<file path="src/hdl/sfp_pkg.sv">
// Shared types, constants and the CRC-16 step for the status frame parser.
// No dependencies; every other file in hdl/ refers to this package.

package sfp_pkg;

  localparam int unsigned BYTE_W      = 8;
  localparam int unsigned LEN_W       = 16;
  localparam int unsigned CRC_W       = 16;
  localparam int unsigned STATUS_W    = 3;
  localparam int unsigned COUNT_W     = 9;
  localparam int unsigned APB_DATA_W  = 32;
  localparam int unsigned APB_ADDR_W  = 3;
  localparam int unsigned MAX_FRAME_DEF = 256;

  localparam logic [BYTE_W-1:0] BYTE_FF   = 8'hFF;
  localparam logic [BYTE_W-1:0] BYTE_FD   = 8'hFD;
  localparam logic [BYTE_W-1:0] BYTE_00   = 8'h00;
  localparam logic [BYTE_W-1:0] INST_STATUS = 8'h55;
  localparam logic [CRC_W-1:0]  CRC_POLY  = 16'h8005;
  localparam logic [BYTE_W-1:0] EXPECTED_ID_RST = 8'h01;
  localparam logic [LEN_W-1:0]  MIN_LEN   = 16'd4;
  localparam logic [COUNT_W-1:0] COUNT_MAX = '1;

  // Register index of expected_id on the configuration port
  localparam logic [0:0] REG_EXPECTED_ID = 1'b0;

  typedef enum logic [STATUS_W-1:0] {
    FS_OK        = 3'd0,
    FS_TOO_SHORT = 3'd1,
    FS_TOO_LONG  = 3'd2,
    FS_BAD_INST  = 3'd3,
    FS_BAD_ID    = 3'd4,
    FS_BAD_CRC   = 3'd5
  } frame_status_e;

  typedef struct packed {
    logic              vld;
    logic [BYTE_W-1:0] data;
  } in_byte_t;

  typedef struct packed {
    logic                result_kind;
    logic [BYTE_W-1:0]   payload_byte;
    logic [BYTE_W-1:0]   servo_error;
    logic [STATUS_W-1:0] frame_status;
    logic [COUNT_W-1:0]  payload_count;
    logic                frame_last;
  } result_t;

  // CRC-16, MSB first, no reflection, one byte
  function automatic logic [CRC_W-1:0] crc_byte(input logic [CRC_W-1:0] crc_in,
                                                input logic [BYTE_W-1:0] b);
    logic [CRC_W-1:0] c;
    c = crc_in ^ {b, 8'h00};
    for (int i = 0; i < 8; i++) begin
      if (c[CRC_W-1]) begin
        c = {c[CRC_W-2:0], 1'b0} ^ CRC_POLY;
      end else begin
        c = {c[CRC_W-2:0], 1'b0};
      end
    end
    return c;
  endfunction

  // CRC after FF FF FD 00
  localparam logic [CRC_W-1:0] HDR_CRC =
    crc_byte(crc_byte(crc_byte(crc_byte(16'h0000, BYTE_FF), BYTE_FF), BYTE_FD), BYTE_00);

endpackage

</file>
<file path="src/hdl/sfp_rx_if.sv">
// Receive byte channel: valid/ready handshake with one byte of payload.
// Depends on sfp_pkg for widths.

interface sfp_rx_if;
  logic                      valid;
  logic                      ready;
  logic [sfp_pkg::BYTE_W-1:0] rx_byte;

  modport source (output valid, output rx_byte, input ready);
  modport sink   (input valid, input rx_byte, output ready);
endinterface

</file>
<file path="src/hdl/sfp_res_if.sv">
// Result channel: payload bytes and end-of-frame status, valid/ready handshake.
// Depends on sfp_pkg for widths.

interface sfp_res_if;
  logic                        valid;
  logic                        ready;
  logic                        result_kind;
  logic [sfp_pkg::BYTE_W-1:0]   payload_byte;
  logic [sfp_pkg::BYTE_W-1:0]   servo_error;
  logic [sfp_pkg::STATUS_W-1:0] frame_status;
  logic [sfp_pkg::COUNT_W-1:0]  payload_count;
  logic                        frame_last;

  modport source (output valid, output result_kind, output payload_byte,
                  output servo_error, output frame_status, output payload_count,
                  output frame_last, input ready);
  modport sink   (input valid, input result_kind, input payload_byte,
                  input servo_error, input frame_status, input payload_count,
                  input frame_last, output ready);
endinterface

</file>
<file path="src/hdl/sfp_apb_regs.sv">
// APB configuration register: expected_id.
// Depends on sfp_pkg.

module sfp_apb_regs (
  input  logic                            clk_i,
  input  logic                            rst_ni,
  input  logic                            psel,
  input  logic                            penable,
  input  logic                            pwrite,
  input  logic [sfp_pkg::APB_ADDR_W-1:0]  paddr,
  input  logic [sfp_pkg::APB_DATA_W-1:0]  pwdata,
  output logic [sfp_pkg::APB_DATA_W-1:0]  prdata,
  output logic                            pready,
  output logic [sfp_pkg::BYTE_W-1:0]      expected_id_o
);

  logic [sfp_pkg::BYTE_W-1:0] expected_id_q, expected_id_d;
  logic                       sel_id;

  assign pready = 1'b1;
  assign sel_id = (paddr[sfp_pkg::APB_ADDR_W-1] == sfp_pkg::REG_EXPECTED_ID);

  always_comb begin
    expected_id_d = expected_id_q;
    if (psel && penable && pwrite && sel_id) begin
      expected_id_d = pwdata[sfp_pkg::BYTE_W-1:0];
    end
  end

  always_comb begin
    prdata = '0;
    if (sel_id) begin
      prdata = {{(sfp_pkg::APB_DATA_W-sfp_pkg::BYTE_W){1'b0}}, expected_id_q};
    end
  end

  always_ff @(posedge clk_i or negedge rst_ni) begin
    if (!rst_ni) begin
      expected_id_q <= sfp_pkg::EXPECTED_ID_RST;
    end else begin
      expected_id_q <= expected_id_d;
    end
  end

  assign expected_id_o = expected_id_q;

endmodule

</file>
<file path="src/hdl/sfp_in_stage.sv">
// Input register for received bytes; takes a new byte when it is empty or the held one
// moves on. Depends on sfp_pkg and sfp_rx_if.

module sfp_in_stage (
  input  logic              clk_i,
  input  logic              rst_ni,
  sfp_rx_if.sink            rx_i,
  input  logic              take_i,
  output sfp_pkg::in_byte_t in_o
);

  logic                       vld_q, vld_d;
  logic [sfp_pkg::BYTE_W-1:0] data_q;
  logic                       rdy;

  assign rdy      = !vld_q || take_i;
  assign rx_i.ready = rdy;

  always_comb begin
    vld_d = vld_q;
    if (rdy) begin
      vld_d = rx_i.valid;
    end
  end

  always_ff @(posedge clk_i or negedge rst_ni) begin
    if (!rst_ni) begin
      vld_q <= 1'b0;
    end else begin
      vld_q <= vld_d;
    end
  end

  always_ff @(posedge clk_i) begin
    if (rdy && rx_i.valid) begin
      data_q <= rx_i.rx_byte;
    end
  end

  assign in_o.vld  = vld_q;
  assign in_o.data = data_q;

endmodule

</file>
<file path="src/hdl/sfp_parser.sv">
// Frame state machine, CRC, unstuffing and the result register.
// Depends on sfp_pkg and sfp_res_if.

module sfp_parser #(
  parameter int unsigned MaxFrame = sfp_pkg::MAX_FRAME_DEF
) (
  input  logic                       clk_i,
  input  logic                       rst_ni,
  input  sfp_pkg::in_byte_t          in_i,
  input  logic [sfp_pkg::BYTE_W-1:0] expected_id_i,
  output logic                       take_o,
  sfp_res_if.source                  res_o
);

  localparam int unsigned PosW = $clog2(MaxFrame);
  localparam int unsigned LenW = sfp_pkg::LEN_W;

  typedef enum logic [7:0] {
    ST_HUNT    = 8'b0000_0001,
    ST_ID      = 8'b0000_0010,
    ST_LEN_L   = 8'b0000_0100,
    ST_LEN_H   = 8'b0000_1000,
    ST_INST    = 8'b0001_0000,
    ST_ERR     = 8'b0010_0000,
    ST_PAYLOAD = 8'b0100_0000,
    ST_CRC     = 8'b1000_0000
  } stage_e;

  stage_e                        stage_q, stage_d;
  logic [1:0]                    hdr_q, hdr_d;
  logic [PosW-1:0]               pos_q, pos_d;
  logic [PosW-1:0]               pos_inc;
  logic [LenW-1:0]               len_q, len_d;
  logic [LenW-1:0]               len_full;
  logic [sfp_pkg::CRC_W-1:0]     crc_q, crc_d;
  logic [sfp_pkg::CRC_W-1:0]     crc_next;
  logic [sfp_pkg::BYTE_W-1:0]    crc_lo_q, crc_lo_d;
  logic [1:0]                    ff_q, ff_d;
  logic                          swallow_q, swallow_d;
  logic                          id_ok_q, id_ok_d;
  logic                          inst_ok_q, inst_ok_d;
  logic [sfp_pkg::BYTE_W-1:0]    err_q, err_d;
  logic [sfp_pkg::COUNT_W-1:0]   cnt_q, cnt_d;

  logic                          out_vld_q, out_vld_d;
  sfp_pkg::result_t              out_q;
  sfp_pkg::result_t              res;
  logic                          res_vld;
  logic                          fire;
  logic                          emit;
  logic [sfp_pkg::BYTE_W-1:0]    b;
  logic [sfp_pkg::CRC_W-1:0]     got_crc;

  assign b        = in_i.data;
  assign fire     = in_i.vld && (!out_vld_q || res_o.ready);
  assign take_o   = fire;
  assign crc_next = sfp_pkg::crc_byte(crc_q, b);
  assign pos_inc  = pos_q + 1'b1;
  assign len_full = {b, len_q[sfp_pkg::BYTE_W-1:0]};
  assign got_crc  = {b, crc_lo_q};

  always_comb begin
    stage_d   = stage_q;
    hdr_d     = hdr_q;
    pos_d     = pos_q;
    len_d     = len_q;
    crc_d     = crc_q;
    crc_lo_d  = crc_lo_q;
    ff_d      = ff_q;
    swallow_d = swallow_q;
    id_ok_d   = id_ok_q;
    inst_ok_d = inst_ok_q;
    err_d     = err_q;
    cnt_d     = cnt_q;
    emit      = 1'b0;
    res_vld   = 1'b0;
    res       = '0;

    if (fire) begin
      case (stage_q)
        ST_HUNT: begin
          case (hdr_q)
            2'd0, 2'd1: begin
              hdr_d = (b == sfp_pkg::BYTE_FF) ? hdr_q + 2'd1 : 2'd0;
            end
            2'd2: begin
              if (b == sfp_pkg::BYTE_FD) begin
                hdr_d = 2'd3;
              end else if (b == sfp_pkg::BYTE_FF) begin
                hdr_d = 2'd2;
              end else begin
                hdr_d = 2'd0;
              end
            end
            default: begin
              if (b == sfp_pkg::BYTE_00) begin
                hdr_d     = 2'd0;
                crc_d     = sfp_pkg::HDR_CRC;
                err_d     = '0;
                cnt_d     = '0;
                id_ok_d   = 1'b0;
                inst_ok_d = 1'b0;
                stage_d   = ST_ID;
              end else begin
                hdr_d = (b == sfp_pkg::BYTE_FF) ? 2'd1 : 2'd0;
              end
            end
          endcase
        end
        ST_ID: begin
          crc_d   = crc_next;
          id_ok_d = (b == expected_id_i);
          stage_d = ST_LEN_L;
        end
        ST_LEN_L: begin
          crc_d   = crc_next;
          len_d   = {{(LenW-sfp_pkg::BYTE_W){1'b0}}, b};
          stage_d = ST_LEN_H;
        end
        ST_LEN_H: begin
          crc_d = crc_next;
          len_d = len_full;
          if (len_full < sfp_pkg::MIN_LEN) begin
            res_vld            = 1'b1;
            res.result_kind    = 1'b1;
            res.frame_status   = sfp_pkg::FS_TOO_SHORT;
            res.frame_last     = 1'b1;
            stage_d            = ST_HUNT;
            hdr_d              = 2'd0;
          end else if (({1'b0, len_full} + 17'd7) > 17'(MaxFrame)) begin
            res_vld            = 1'b1;
            res.result_kind    = 1'b1;
            res.frame_status   = sfp_pkg::FS_TOO_LONG;
            res.frame_last     = 1'b1;
            stage_d            = ST_HUNT;
            hdr_d              = 2'd0;
          end else begin
            stage_d = ST_INST;
          end
        end
        ST_INST: begin
          crc_d     = crc_next;
          inst_ok_d = (b == sfp_pkg::INST_STATUS);
          stage_d   = ST_ERR;
        end
        ST_ERR: begin
          crc_d     = crc_next;
          err_d     = b;
          ff_d      = 2'd0;
          swallow_d = 1'b0;
          pos_d     = '0;
          stage_d   = (len_q == sfp_pkg::MIN_LEN) ? ST_CRC : ST_PAYLOAD;
        end
        ST_PAYLOAD: begin
          crc_d = crc_next;
          pos_d = pos_inc;
          if (swallow_q && (b == sfp_pkg::BYTE_FD)) begin
            // drop the stuffed FD
            swallow_d = 1'b0;
            ff_d      = 2'd0;
          end else begin
            swallow_d = 1'b0;
            emit      = 1'b1;
            if (cnt_q != sfp_pkg::COUNT_MAX) begin
              cnt_d = cnt_q + 1'b1;
            end
            if (b == sfp_pkg::BYTE_FF) begin
              if (ff_q != 2'd2) begin
                ff_d = ff_q + 2'd1;
              end
            end else begin
              swallow_d = (ff_q == 2'd2) && (b == sfp_pkg::BYTE_FD);
              ff_d      = 2'd0;
            end
          end
          if (LenW'(pos_inc) >= (len_q - sfp_pkg::MIN_LEN)) begin
            swallow_d = 1'b0;
            ff_d      = 2'd0;
            pos_d     = '0;
            stage_d   = ST_CRC;
          end
          if (emit && id_ok_q && inst_ok_q) begin
            res_vld          = 1'b1;
            res.payload_byte = b;
          end
        end
        ST_CRC: begin
          if (pos_q == '0) begin
            crc_lo_d = b;
            pos_d    = {{(PosW-1){1'b0}}, 1'b1};
          end else begin
            res_vld           = 1'b1;
            res.result_kind   = 1'b1;
            res.servo_error   = err_q;
            res.payload_count = cnt_q;
            res.frame_last    = 1'b1;
            if (!inst_ok_q) begin
              res.frame_status = sfp_pkg::FS_BAD_INST;
            end else if (!id_ok_q) begin
              res.frame_status = sfp_pkg::FS_BAD_ID;
            end else if (got_crc != crc_q) begin
              res.frame_status = sfp_pkg::FS_BAD_CRC;
            end else begin
              res.frame_status = sfp_pkg::FS_OK;
            end
            pos_d   = '0;
            stage_d = ST_HUNT;
            hdr_d   = 2'd0;
          end
        end
        default: begin
          stage_d = ST_HUNT;
          hdr_d   = 2'd0;
        end
      endcase
    end
  end

  // Hold a result until taken; load a new one in the same cycle it drains
  always_comb begin
    out_vld_d = out_vld_q;
    if (res_vld) begin
      out_vld_d = 1'b1;
    end else if (res_o.ready) begin
      out_vld_d = 1'b0;
    end
  end

  always_ff @(posedge clk_i or negedge rst_ni) begin
    if (!rst_ni) begin
      stage_q   <= ST_HUNT;
      hdr_q     <= 2'd0;
      pos_q     <= '0;
      len_q     <= '0;
      crc_q     <= '0;
      crc_lo_q  <= '0;
      ff_q      <= 2'd0;
      swallow_q <= 1'b0;
      id_ok_q   <= 1'b0;
      inst_ok_q <= 1'b0;
      err_q     <= '0;
      cnt_q     <= '0;
      out_vld_q <= 1'b0;
    end else begin
      stage_q   <= stage_d;
      hdr_q     <= hdr_d;
      pos_q     <= pos_d;
      len_q     <= len_d;
      crc_q     <= crc_d;
      crc_lo_q  <= crc_lo_d;
      ff_q      <= ff_d;
      swallow_q <= swallow_d;
      id_ok_q   <= id_ok_d;
      inst_ok_q <= inst_ok_d;
      err_q     <= err_d;
      cnt_q     <= cnt_d;
      out_vld_q <= out_vld_d;
    end
  end

  always_ff @(posedge clk_i) begin
    if (res_vld) begin
      out_q <= res;
    end
  end

  assign res_o.valid         = out_vld_q;
  assign res_o.result_kind   = out_q.result_kind;
  assign res_o.payload_byte  = out_q.payload_byte;
  assign res_o.servo_error   = out_q.servo_error;
  assign res_o.frame_status  = out_q.frame_status;
  assign res_o.payload_count = out_q.payload_count;
  assign res_o.frame_last    = out_q.frame_last;

endmodule

</file>
<file path="src/hdl/status_frame_parser.sv">
// Status frame parser top level: APB register, input register, parser core.
// Path: bytes pass the input register, then the parser core into the result register.
// Throughput: one byte per cycle while results drain; the input register and the
// result register overlap, so a byte is taken while a finished result still waits.
// Reset: asynchronous, active low; hunts for a header, expected_id is 1.
// Depends on sfp_pkg, sfp_rx_if, sfp_res_if, sfp_apb_regs, sfp_in_stage, sfp_parser.

module status_frame_parser #(
  parameter int unsigned MaxFrame = sfp_pkg::MAX_FRAME_DEF
) (
  input  logic                           clk_i,
  input  logic                           rst_ni,
  sfp_rx_if.sink                         rx_i,
  sfp_res_if.source                      res_o,
  input  logic                           psel,
  input  logic                           penable,
  input  logic                           pwrite,
  input  logic [sfp_pkg::APB_ADDR_W-1:0] paddr,
  input  logic [sfp_pkg::APB_DATA_W-1:0] pwdata,
  output logic [sfp_pkg::APB_DATA_W-1:0] prdata,
  output logic                           pready
);

  logic [sfp_pkg::BYTE_W-1:0] expected_id;
  sfp_pkg::in_byte_t          in_byte;
  logic                       take;

  sfp_apb_regs u_regs (
    .clk_i         (clk_i),
    .rst_ni        (rst_ni),
    .psel          (psel),
    .penable       (penable),
    .pwrite        (pwrite),
    .paddr         (paddr),
    .pwdata        (pwdata),
    .prdata        (prdata),
    .pready        (pready),
    .expected_id_o (expected_id)
  );

  sfp_in_stage u_in (
    .clk_i  (clk_i),
    .rst_ni (rst_ni),
    .rx_i   (rx_i),
    .take_i (take),
    .in_o   (in_byte)
  );

  sfp_parser #(
    .MaxFrame (MaxFrame)
  ) u_parser (
    .clk_i         (clk_i),
    .rst_ni        (rst_ni),
    .in_i          (in_byte),
    .expected_id_i (expected_id),
    .take_o        (take),
    .res_o         (res_o)
  );

endmodule

</file>
<file path="src/flat_wrapper.sv">
// flat-port wrapper written by rule: the top's interface ports become plain ports
module status_frame_parser_flat 
#(
  parameter int unsigned MaxFrame = sfp_pkg::MAX_FRAME_DEF
)
  (clk_i, rst_ni, psel, penable, pwrite, paddr, pwdata, prdata, pready, rx_i_valid, rx_i_rx_byte, rx_i_ready, res_o_valid, res_o_result_kind, res_o_payload_byte, res_o_servo_error, res_o_frame_status, res_o_payload_count, res_o_frame_last, res_o_ready);
  sfp_rx_if rx_i_i ();
  sfp_res_if res_o_i ();
  input  logic clk_i;
  input  logic rst_ni;
  input  logic psel;
  input  logic penable;
  input  logic pwrite;
  input  logic [sfp_pkg::APB_ADDR_W-1:0] paddr;
  input  logic [sfp_pkg::APB_DATA_W-1:0] pwdata;
  output logic [sfp_pkg::APB_DATA_W-1:0] prdata;
  output logic pready;
  input wire logic [$bits(rx_i_i.valid)-1:0] rx_i_valid;
  input wire logic [$bits(rx_i_i.rx_byte)-1:0] rx_i_rx_byte;
  output wire logic [$bits(rx_i_i.ready)-1:0] rx_i_ready;
  output wire logic [$bits(res_o_i.valid)-1:0] res_o_valid;
  output wire logic [$bits(res_o_i.result_kind)-1:0] res_o_result_kind;
  output wire logic [$bits(res_o_i.payload_byte)-1:0] res_o_payload_byte;
  output wire logic [$bits(res_o_i.servo_error)-1:0] res_o_servo_error;
  output wire logic [$bits(res_o_i.frame_status)-1:0] res_o_frame_status;
  output wire logic [$bits(res_o_i.payload_count)-1:0] res_o_payload_count;
  output wire logic [$bits(res_o_i.frame_last)-1:0] res_o_frame_last;
  input wire logic [$bits(res_o_i.ready)-1:0] res_o_ready;
  assign rx_i_i.valid = rx_i_valid;
  assign rx_i_i.rx_byte = rx_i_rx_byte;
  assign rx_i_ready = rx_i_i.ready;
  assign res_o_valid = res_o_i.valid;
  assign res_o_result_kind = res_o_i.result_kind;
  assign res_o_payload_byte = res_o_i.payload_byte;
  assign res_o_servo_error = res_o_i.servo_error;
  assign res_o_frame_status = res_o_i.frame_status;
  assign res_o_payload_count = res_o_i.payload_count;
  assign res_o_frame_last = res_o_i.frame_last;
  assign res_o_i.ready = res_o_ready;
  status_frame_parser #(.MaxFrame(MaxFrame)) u_core (.clk_i(clk_i), .rst_ni(rst_ni), .rx_i(rx_i_i), .res_o(res_o_i), .psel(psel), .penable(penable), .pwrite(pwrite), .paddr(paddr), .pwdata(pwdata), .prdata(prdata), .pready(pready));
endmodule
</file>
<file path="config.mk">
export PLATFORM = sky130hd
export DESIGN_NAME = status_frame_parser_flat
export DESIGN_NICKNAME = d
export VERILOG_FILES = /design/src/hdl/sfp_pkg.sv /design/src/hdl/sfp_rx_if.sv /design/src/hdl/sfp_res_if.sv /design/src/hdl/sfp_apb_regs.sv /design/src/hdl/sfp_in_stage.sv /design/src/hdl/sfp_parser.sv /design/src/hdl/status_frame_parser.sv /design/src/flat_wrapper.sv
export SDC_FILE = /design/constraint.sdc
export NUM_CORES = 1
export LEC_CHECK = 0
export ABC_AREA = 0
export BUFFER_PORTS_ARGS = -buffer_cell sky130_fd_sc_hd__buf_2
export CORE_UTILIZATION = 55
export CTS_CLUSTER_DIAMETER = 120
export DETAILED_ROUTE_END_ITERATION = 7
export GPL_TIMING_DRIVEN = 0
export PLACE_DENSITY = 0.78
export REMOVE_ABC_BUFFERS = 1
export SETUP_SLACK_MARGIN = 0.2
export SLEW_MARGIN = 30
export SYNTH_ARGS = -nofsm -noshare
export SYNTH_HDL_FRONTEND = slang
export SYNTH_SLANG_ARGS = --single-unit
</file>
<file path="constraint.sdc">
create_clock -name clk_i -period 4.9 [get_ports clk_i]
set_input_delay 0.98 -clock clk_i [delete_from_list [all_inputs] [get_ports clk_i]]
set_output_delay 0.98 -clock clk_i [all_outputs]
set_load 0.02 [all_outputs]
</file>
* Word level (Yosys, flattened, before mapping) *
Cells that the tools add are included.

storage, ports and cells
  bits in registers = 128
  input port bits = 50
  output and inout bits = 65
  logic and storage cells = 192

operators by class
  add/subtract/negate cells = 6
  magnitude comparators = 3
  equality and inequality tests = 27
  multiplexer cells = 75
  bitwise gates (word level) = 14
  reduce and logical (&&, ||, !) cells = 44

operator list
  operator                 number
  $mux W16                 10
  $mux W8                  10
  $pmux W16 S2             2
  $pmux W8 S8              1
  $mux W9                  4
  $eq A8 B8 Y1 const B     3
  $mux W2                  12
  $not A3 Y3               8
  $pmux W8 S3              1
  $reduce_and A4 Y1        5
  $mux W1                  18
  $pmux W9 S2              1
  $add A16 B3 Y17 const B  1
  $gt A17 B9 Y1 const B    1
  $eq A16 B3 Y1 const B    1
  $eq A8 B7 Y1 const B     2
  $ge A8 B16 Y1            1
  $logic_not A8 Y1         2
  $lt A16 B3 Y1 const B    1
  $ne A16 B16 Y1           1
  $pmux W8 S2              1
  $reduce_bool A2 Y1       8
  $sub A16 B3 Y16 const B  1
  $xor A16 B16 Y16         1
  other kinds (38)         73

* Depth between registers and ports, before layout *
Gate-level depths: netlist of the first run.

  word-level depth = 18
  mapped depth = 13
  gate-level depth less buffers = 12

* Modules after synthesis *
A second synthesis of the first run with hierarchy kept.

second synthesis, totals
  cells, all modules = 671
  area, all modules = 6930.4 um^2

by module, submodules not included
  module        instances  cells each  area an instance (um^2)  seq. area each (um^2)
  sfp_parser    1          606         6048.3                   2899.0
  sfp_apb_regs  1          52          580.6                    201.4
  sfp_in_stage  1          13          301.5                    265.3

* Worst setup path before layout of the first run *
Ideal clock, no wire load.

  kind = register -> register
  start = register u_core.u_parser.stage_q[3]
  end = register u_core.u_parser.out_q (netlist bit u_core.u_parser.res_o.frame_status[0]), enable pin
  library setup time = 0.425 ns
  arrival = 3.200 ns
  required time = 4.475 ns
  setup slack = 1.276 ns
  stages on the path, launching flop included = 8
  buffers on the path = 1
  clock period less this slack = 3.624 ns
  path through = dfrtp_1 > buf_2 > nor4_4 > nand3_1 > a311oi_1 > a21oi_1 > a31o_2 > a21oi_1

between the ends
  cells in the longest elaborated chain, start to end = 3
  elaborated cells between the ends (all ways) = 5
  those cells by class = 3 x eq/ne; 2 x mux

ends and longest elaborated chain
  element                                     RTL line           RTL
  from (decl)                                 sfp_parser.sv:29   stage_e stage_q, stage_d;
  from (signal assigned)                      sfp_parser.sv:245  stage_q <= stage_d;
  $eq A8 B8 Y1, or another cell as far along  sfp_parser.sv:80   case (stage_q)
  $pmux W1 S3 (*)                             sfp_parser.sv:80
  $mux W1 (*)                                 sfp_parser.sv:79   if (fire) begin
  to (signal assigned)                        sfp_parser.sv:263  out_q <= res;
  to (decl)                                   sfp_parser.sv:46   sfp_pkg::result_t out_q;

Every way passes the cells marked *; elsewhere a longest branch is shown, timed or not.
A chain may end at the register's enable or synchronous reset.

* Worst setup path in the final report of the first run *
  start = register u_core.u_parser.len_q[2]
  end = register u_core.u_parser.stage_q[5]

between the ends
  cells in the longest elaborated chain, start to end = 4

ends and longest elaborated chain
  element                             RTL line           RTL
  from (decl)                         sfp_parser.sv:33   logic [LenW-1:0] len_q, len_d;
  from (signal assigned)              sfp_parser.sv:248  len_q <= len_d;
  $sub A16 B3 Y16                     sfp_parser.sv:176  if (LenW'(pos_inc) >= (len_q - sfp_pkg::MIN_LEN)) begin
  $ge A8 B16 Y1                       sfp_parser.sv:176
  $ne A2 B2 Y1 (no source line)       -
  $reduce_and A5 Y1 (no source line)  -

No other way between the ends.

==> summary by stage, run 1 <==
Logic synthesis
Yosys mapped the design onto 70 distinct sky130hd cell types. The share of flip-flops with an asynchronous set or reset after synthesis is 70.9%. The yosys synthesis warning count is 0.

Summing the areas of all and, or, nand and nor instances in the mapped netlist gives 19.4% of the synthesized area. The complex-gate fraction of the synthesized area is 11.9%. The synthesized netlist devotes 4.46% of its cell area to adder and majority cells. Averaged over all synthesized cells, the footprint is 10.4 sq um. The number of synthesized register bits is 127. The xor and xnor fraction of the mapped netlist area is 6.62%. In this run, synthesis inferred 37 flip-flops with an integrated enable. In the synthesized netlist, the number of instances is 671.

Among all flip-flop cells after synthesis, the most frequent one is dfrtp_1. The portion of synthesized area spent on multiplexers is 3.73%. For this run, the register share of the synthesized area comes to 48.0%. After synthesis, the largest family of logic cells by area is simple AND/OR/NAND/NOR gates. The cell area that synthesis handed to floorplanning was 0.00701 sq mm.

Timing
The final number of setup-violating endpoints is 0. Setup repair after global routing left no endpoint under its margin. The largest clock skew in the final design is 0.00877 ns. The number of endpoints with negative hold slack in the final report was 0. The actual slew at the worst max-slew pin is 0.869 ns. Measured against its own limit, the worst slew margin works out to 41.8%. The setup TNS after final layout is 0 ns. The worst path uses 79.5% of the clock period.

The clock period could shrink to 3.89 ns. The final-report max-slew violation count is 0. Derived from the worst setup path, the maximum achievable clock frequency is 0.257 GHz.

Floorplanning
The initial utilization of the core area, before any placement, comes to 57.4%. The I/O pin total is 115. The die covers 0.0132 sq mm. The number of standard-cell rows in the floorplan is 40. The y dimension of the die is 115 um.

The standard cell core area is 0.0122 sq mm. The width of the die is 115 um.

Clock network
The number of hold buffers added after CTS was 0. The worst-case clock buffer depth is 2. In this run, CTS created clock tree buffers numbering 17. The register clock-pin slew on the reported worst setup and hold paths is 0.06 ns. For the worst-skew pair, the clock arrives at the later sink with an insertion delay of 0.43 ns. The depth of the CTS H-tree is 4. TritonCTS built the clock tree. The post-cts sizing count is 0. The post-CTS setup repair buffer count is 0.

The number of sinks driven by the clock tree is 127. The cell sitting at the root of the clock tree is a clkbuf_16.

Setup path
The most frequent cell on the critical path is ha_1. In this design, the stage delay of the slowest critical-path cell is 0.63 ns. The critical path data required time is 5.21 ns. The signal on the critical path passes through inv_1, ha_1, nor3b_1, xnor2_1, ha_1, o2111ai_1, nor2_1, a21oi_1, nor4_4, o211ai_1, clkbuf_2, mux2_2. At the worst endpoint, the arrival time is 4.21 ns.

The worst-path maximum fanout is 8. The critical path start-end classification is flip-flop to flip-flop. The kind of start point of the critical path is a flip-flop. For this design, the slowest cell found on the critical path is nor3b_1. The kind of end point of the critical path is a flip-flop.

Global route
The initial antenna violation count was 0. Across every metal layer, demand over resource in global routing totals 24.7%. The pin count of the biggest net entering global routing is 69.

The wire length of the first global-routing pass is 24.5 mm. The number of global-route vias before repair is 4954. After global routing the overflow that remains totals 0.

Drt
In the routed layout, each cell is associated on average with a via count of 5.72. The iteration count of the initial detailed-routing pass is 5. After detailed routing, the number of remaining DRC violations is 0.

In the final routed layout, each cell accounts on average for 16.5 um. The routed layout has 5177 vias. The antenna violation net count after detailed routing is 0. After detailed routing, the met3 layer carries 991 um of wire. Wire segments on met2 add up to 7.10 mm in the final route. The final wirelength is 14.9 mm.

The detailed router put a total of 6.38 mm of wire on met1. The highest layer touched by signal routing is met4. For this block, the initial DRC count from the detailed router was 387.

Cells and area
The count of cells in the finished layout, fillers not included, comes to 905. Leaving out fill and tap cells, the most frequent cell in the layout is dfrtp_1. The total number of nets in the final design is 799. Summing all non-filler instances in the final layout gives an area of 0.00797 sq mm. The layout-stage area growth over the synthesis result is 13.7%. The ratio of cells with drive above 1 in the final layout is 19.4%. The top cell types in the final layout, fill and taps aside, are 88 x dfrtp_1, 65 x nand2_1, 62 x buf_2, 39 x nor2_1.

The number of diodes is 0.

Worst hold path
In this run the worst hold path is classified as primary input to asynchronous set/reset pin.

Place
The area of placed instances is 0.00734 sq mm. The HPWL after detailed placement is 10.5 mm. During placement, the flow inserted port buffers numbering 63. The cell count after placement is 872.

The placer congestion estimate is 0.906.

Status
The run finished with clean final reports.

Power
Dividing total power by cell area gives a power density of 392 mW/mm^2. The worst-case IR drop observed on VDD is 0.253 mV. The completed layout was analyzed and its total power is 3.12 mW. The static leakage is 3.50 nW.

Flow run
The count of max-cap constraint violations is 0.
-- final timing paths --
path | to | cells past startpoint | start | slack (ns)
setup / recovery | u_core.u_parser.stage_q[5]$_DFFE_PN0P_ | 12 | u_core.u_parser.len_q[2]$_DFFE_PN0P_ | 1.01
hold / removal | u_core.u_parser.len_q[9]$_DFFE_PN0P_ | 1 | rst_ni | 0.41
setup reg to reg | u_core.u_parser.stage_q[5]$_DFFE_PN0P_ | 12 | u_core.u_parser.len_q[2]$_DFFE_PN0P_ | 1.01
hold reg to reg | u_core.u_parser.crc_q[15]$_DFFE_PN0P_ | 2 | u_core.u_parser.crc_q[15]$_DFFE_PN0P_ | 0.50
max in group asynchronous | u_core.u_parser.stage_q[0]$_DFFE_PN1P_ | 2 | rst_ni | 3.85
min in group clk_i | u_core.u_parser.crc_q[15]$_DFFE_PN0P_ | 2 | u_core.u_parser.crc_q[15]$_DFFE_PN0P_ | 0.50
-- layout make-up --
cell class | instances | area [sq um]
Clock buffer | 18 | 429
Clock inverter | 14 | 189
Fill cell | 982 | 4250
Inverter | 16 | 60.1
Multi-Input combinational cell | 496 | 3340
Sequential cell | 127 | 3370
Tap cell | 168 | 210
Timing Repair Buffer | 66 | 369
-- kinds of logic after synthesis --
logic type	after synthesis
flops	127
simple gates	249
buf+inv	71
xor+xnor	53
fa+ha+maj	25
other cells	2
mux	23
compound gates	121
-- power breakdown --
group | total, mW | switching [mW] | internal, mW
registers | 1.28 | 0.0944 | 1.19
clock network | 1.31 | 0.466 | 0.849
logic | 0.528 | 0.319 | 0.209
total | 3.12 | 0.880 | 2.24
-- sequential cells by signal (all words and copies together), names as in the netlist, 2 cells and up --
register / cells
u_core.u_parser.len_q: 16
u_core.u_regs.expected_id_o: 8
u_core.u_parser.err_q: 8
u_core.u_parser.res_o.payload_byte: 8
u_core.u_parser.stage_q: 8
u_core.u_parser.pos_q: 8
u_core.u_parser.ff_q: 2
u_core.u_parser.res_o.payload_count: 9
u_core.u_parser.crc_q: 16
u_core.u_parser.hdr_q: 2
u_core.u_parser.crc_lo_q: 8
u_core.u_parser.cnt_q: 9
u_core.u_parser.res_o.frame_status: 3
u_core.u_in.data_q: 8
u_core.u_parser.res_o.servo_error: 8
-- synthesized netlist by cell type (13+ instances only) --
library cell,count,area share [%]
dfrtp_1,88,31
nand2_1,65,3.5
nor2_1,39,2.1
o21ai_0,38,2.7
edfxtp_1,37,16
xnor2_1,35,4.4
and2_1,28,2.5
buf_4,27,2.9
ha_1,25,4.5
nand3_1,22,1.6
mux2_2,21,3.4
a22o_1,20,2.5
xor2_1,18,2.2
inv_1,16,0.86
a21oi_1,15,1.1
clkbuf_1,14,0.75
nor3_1,13,0.93
-- worst max-delay path: cells and delay by family (launching register included) --
family,cells,cell delay (ns)
compound gates,3,0.99
xor+xnor,1,0.16
simple gates,3,0.81
buf+inv,2,0.46
mux,1,0.35
fa+ha+maj,2,0.53
flops,1,0.48
-- metrics by stage --
step | setup slack [ns] | utilization, % | hold slack [ns]
after floorplan | 1.31 | - | 0.467
after global placement | 0.442 | 59.6 | 0.485
after detailed placement | 1.02 | 60.1 | 0.487
after CTS | 1.03 | 65.1 | 0.405
after global routing | 0.782 | 65.2 | 0.403
final | 1.01 | 65.2 | 0.406
-- per-layer routing --
layer | vias up | GRT usage [%]
met4 | 0 | 10.3
met5 | - | 0
li1 | 2455 | -
met2 | 202 | 40.2
met1 | 2473 | 30.9
met3 | 47 | 7.06
(Power assumes the default switching activity.)
==> run 2, diff against run 1 <==
- clock period: 4.9 -> 3.8 ns (I/O delays scaled with it)
==> run 2 against run 1 <==
Against the previous run: sequential share of layout area decreased by 0.13 points; final cell count increased by 0.22%; wire length increased by 0.15%; critical endpoint is now u_core.u_parser.ff_q[0]$_DFFE_PN0P_; largest power group unchanged.
==> summary by stage, run 2 (synthesis gave the netlist of run 1 again) <==
Clock network
The worst-case clock buffer depth is 2 (unchanged). The number of buffers inserted during clock tree synthesis is 17 (unchanged). The depth of the CTS H-tree is 4 (unchanged). The tree is rooted in a clkbuf_16. The worst-skew pair later-pin latency was 0.43 ns (about the same).

TritonCTS built the clock tree. The register clock-pin slew on the reported worst setup and hold paths was 0.06 ns (about the same). The number of sinks driven by the clock tree was 127 (unchanged).

Power
The static leakage came to 3.52 nW (+0.34%). The net switching power is 1.14 mW (+29%). The share of total power consumed by net switching is 28.1% (about the same). The total power of the final layout came to 4.05 mW (+30%).

The internal power consumption is 2.91 mW (+30%). The power share of the clock group came to 41.8% (-0.3 points). The largest voltage drop on the vdd net came to 0.326 mV (+29%). The power density over cell area was 506 mW/mm^2 (+29%). The relative contribution of sequential cells to total power is 40.8% (-0.2 points). The combinational share of power was 17.4% (+0.5 points).

Setup path
The critical path data required time came to 4.11 ns (-1.10 ns). The register-to-register setup slack is 0.47 ns (-0.54 ns). The signal on the critical path passes through or4_1, nor2_1, xnor2_1, ha_1, o2111ai_1, nor2_1, a21oi_1, nor4_4, or2_1, nor4_4, mux2_4. The count of buffering cells on the critical path with inverters included is 0 (-2). The peak per-stage delay on the critical path is 0.59 ns (-0.04 ns). The slowest stage of the critical path is the or4_1 cell. The origin of the worst setup path is u_core.u_parser.len_q[5]$_DFFE_PN0P_. The count of cells along the worst register-to-register path came to 11 (-1). The number of gates on the worst path with buffers counted is 11 (-1). The critical path in this run is classified as flip-flop to flip-flop.

The worst register-to-register path ends at u_core.u_parser.ff_q[0]$_DFFE_PN0P_. The worst-path maximum fanout is 15 (+7). Broken down by cell family, the worst path's largest delay share belongs to simple AND/OR/NAND/NOR gates. STA classifies the critical path startpoint as a flip-flop. STA classifies the critical path endpoint as a flip-flop. The data arrival time at the worst-slack endpoint is 3.64 ns (-0.57 ns). The startpoint of the lowest-slack register-to-register path is u_core.u_parser.len_q[5]$_DFFE_PN0P_. The critical path ends at u_core.u_parser.ff_q[0]$_DFFE_PN0P_.

Global route
The total congestion overflow after global routing came to 0 (unchanged). The number of global-route vias before repair is 4976 (+0.44%). The pin count of the biggest net entering global routing was 69 (unchanged). The wire length of the first global-routing pass is 24.6 mm (+0.45%).

The initial antenna violation count is 0 (unchanged). The overall track demand over capacity in global routing is 24.7% (+0.081 points).

Cells and area
The layout filler cell count came to 983 (+0.10%). The top cell types in the final layout, fill and taps aside, are 88 x dfrtp_1, 65 x nand2_1, 62 x buf_2, 38 x nor2_1. The commonest non-fill, non-tap cell in the layout is dfrtp_1. In the final layout, the registers with the most flip-flops are u_core.u_parser.crc_q: 16 flops, u_core.u_parser.len_q: 16 flops.

The final standard cell count with taps included and fillers excluded was 907 (+0.22%). The total number of nets in the final design is 801 (+0.25%). The number of diodes is 0 (unchanged). Relative to the synthesized area, the layout overhead comes to 14.0%. The ratio of cells with drive above 1 in the final layout is 19.9% (+0.49 points).

Drt
The routed length per instance is 16.5 um (about the same). The post-route DRC violation count is 0 (unchanged). The iteration count of the initial detailed-routing pass came to 5 (unchanged).

The iteration-0 DRC count of the detailed router came to 398 (+2.8%). The total via count after detailed routing was 5172 (-0.097%). The final wirelength is 14.9 mm (+0.15%). The antenna violation net count after detailed routing was 0 (unchanged). The detail-routed via count per cell is 5.70 (-0.32%).

Place
The placer congestion estimate was 0.906 (unchanged). The HPWL after detailed placement is 10.5 mm (unchanged). The cell count after placement is 872 (unchanged).

The count of input and output buffers was 63 (unchanged).

Timing
The actual slew at the worst max-slew pin is 0.850 ns (-0.0194 ns). The achievable frequency is 0.300 GHz (+17%). Setup repair after global routing left no endpoint under its margin.

The largest clock skew in the final design is 0.00745 ns (-0.00132 ns). The final number of setup-violating endpoints is 0 (unchanged). The final-report max-slew violation count is 0 (unchanged). The final period utilization is 87.6% (+8.2 points). The number of endpoints with negative hold slack in the final report was 0 (unchanged). The minimum clock period after layout is 3.33 ns (-0.563 ns). The remaining max-slew budget at the tightest pin is 43.1% (+1.3 points).

Floorplanning
The overall die area is 0.0132 sq mm (unchanged). The starting utilization of the core area came to 57.4% (unchanged). The I/O pin total is 115 (unchanged).

The width of the die is 115 um (unchanged). The number of standard-cell rows in the floorplan is 40 (unchanged). The y dimension of the die is 115 um (unchanged). The standard cell core area is 0.0122 sq mm (unchanged).

Status
The flow ran to the end, and the final reports show no timing, DRC or antenna violations.

Worst hold path
The type of the worst min-delay path is primary input to asynchronous set/reset pin.

Flow run
The count of max-cap constraint violations was 0 (unchanged).
==> run 2: layer usage <==
layer	GRT usage, %	vias up	part of all wire, %
li1	-	2455	-
met5	0	-	0
met4	10.3	0	2.1
met3	7.06	30	7.2
met1	30.9	2482	42
met2	40.4	205	49
==> run 2: cell type report <==
type | count | area (sq um) | share of cell area (%)
clock buffers | 18 | 429 | 5.37
multi-input cells | 496 | 3350 | 41.9
inverters | 16 | 60.1 | 0.752
well taps | 168 | 210 | 2.63
repair buffers | 68 | 387 | 4.84
flip-flops and latches | 127 | 3370 | 42.1
clock inverters | 14 | 189 | 2.36
==> run 2: power groups by stage <==
stage	combinational [mW]	sequential, mW	clock, mW
final	0.703	1.65	1.69
after CTS	0.693	1.65	1.71
after global routing	0.776	1.67	1.78
after global placement	0.643	1.67	0
after detailed placement	0.674	1.67	0
after floorplan	0.464	1.66	0
==> run 2: worst min path at each step <==
stage	start	to	slack [ns]	depth (start not counted)
6_report	rst_ni	u_core.u_parser.len_q[9]$_DFFE_PN0P_	0.18	1
5_1_grt	rst_ni	u_core.u_regs.expected_id_o[5]$_DFFE_PN0P_	0.18	1
4_1_cts	rst_ni	u_core.u_regs.expected_id_o[5]$_DFFE_PN0P_	0.18	1
3_5_place_dp	u_core.u_parser.len_q[14]$_DFFE_PN0P_	u_core.u_parser.len_q[14]$_DFFE_PN0P_	0.49	1
3_3_place_gp	u_core.u_parser.len_q[15]$_DFFE_PN0P_	u_core.u_parser.len_q[15]$_DFFE_PN0P_	0.48	1
2_1_floorplan	rst_ni	u_core.u_in.vld_q$_DFFE_PN0N_	0.46	0
==> run 2: through the flow <==
step                      instance area, sq um  setup WS, ns  util [%]  TNS [ns]  hold slack [ns]
after CTS                                 7980         0.230      65.3         0            0.185
after detailed placement                  7340       -0.0805      60.1    -0.445            0.487
after floorplan                           6750         0.208         -         0            0.464
after global routing                      7990         0.284      65.4         0            0.183
final                                     7990         0.470      65.4         0            0.183
after global placement                    7280        -0.658      59.6    -19.08            0.485
==> run 2: repair_timing <==
item / 4_1_cts / 5_1_grt
setup buffers: 3 / 0
endpoints found under the setup margin: 14 / 18
gates resized for setup: 0 / 2
pin swaps: 1 / 0
hold buffers: 0 / 0
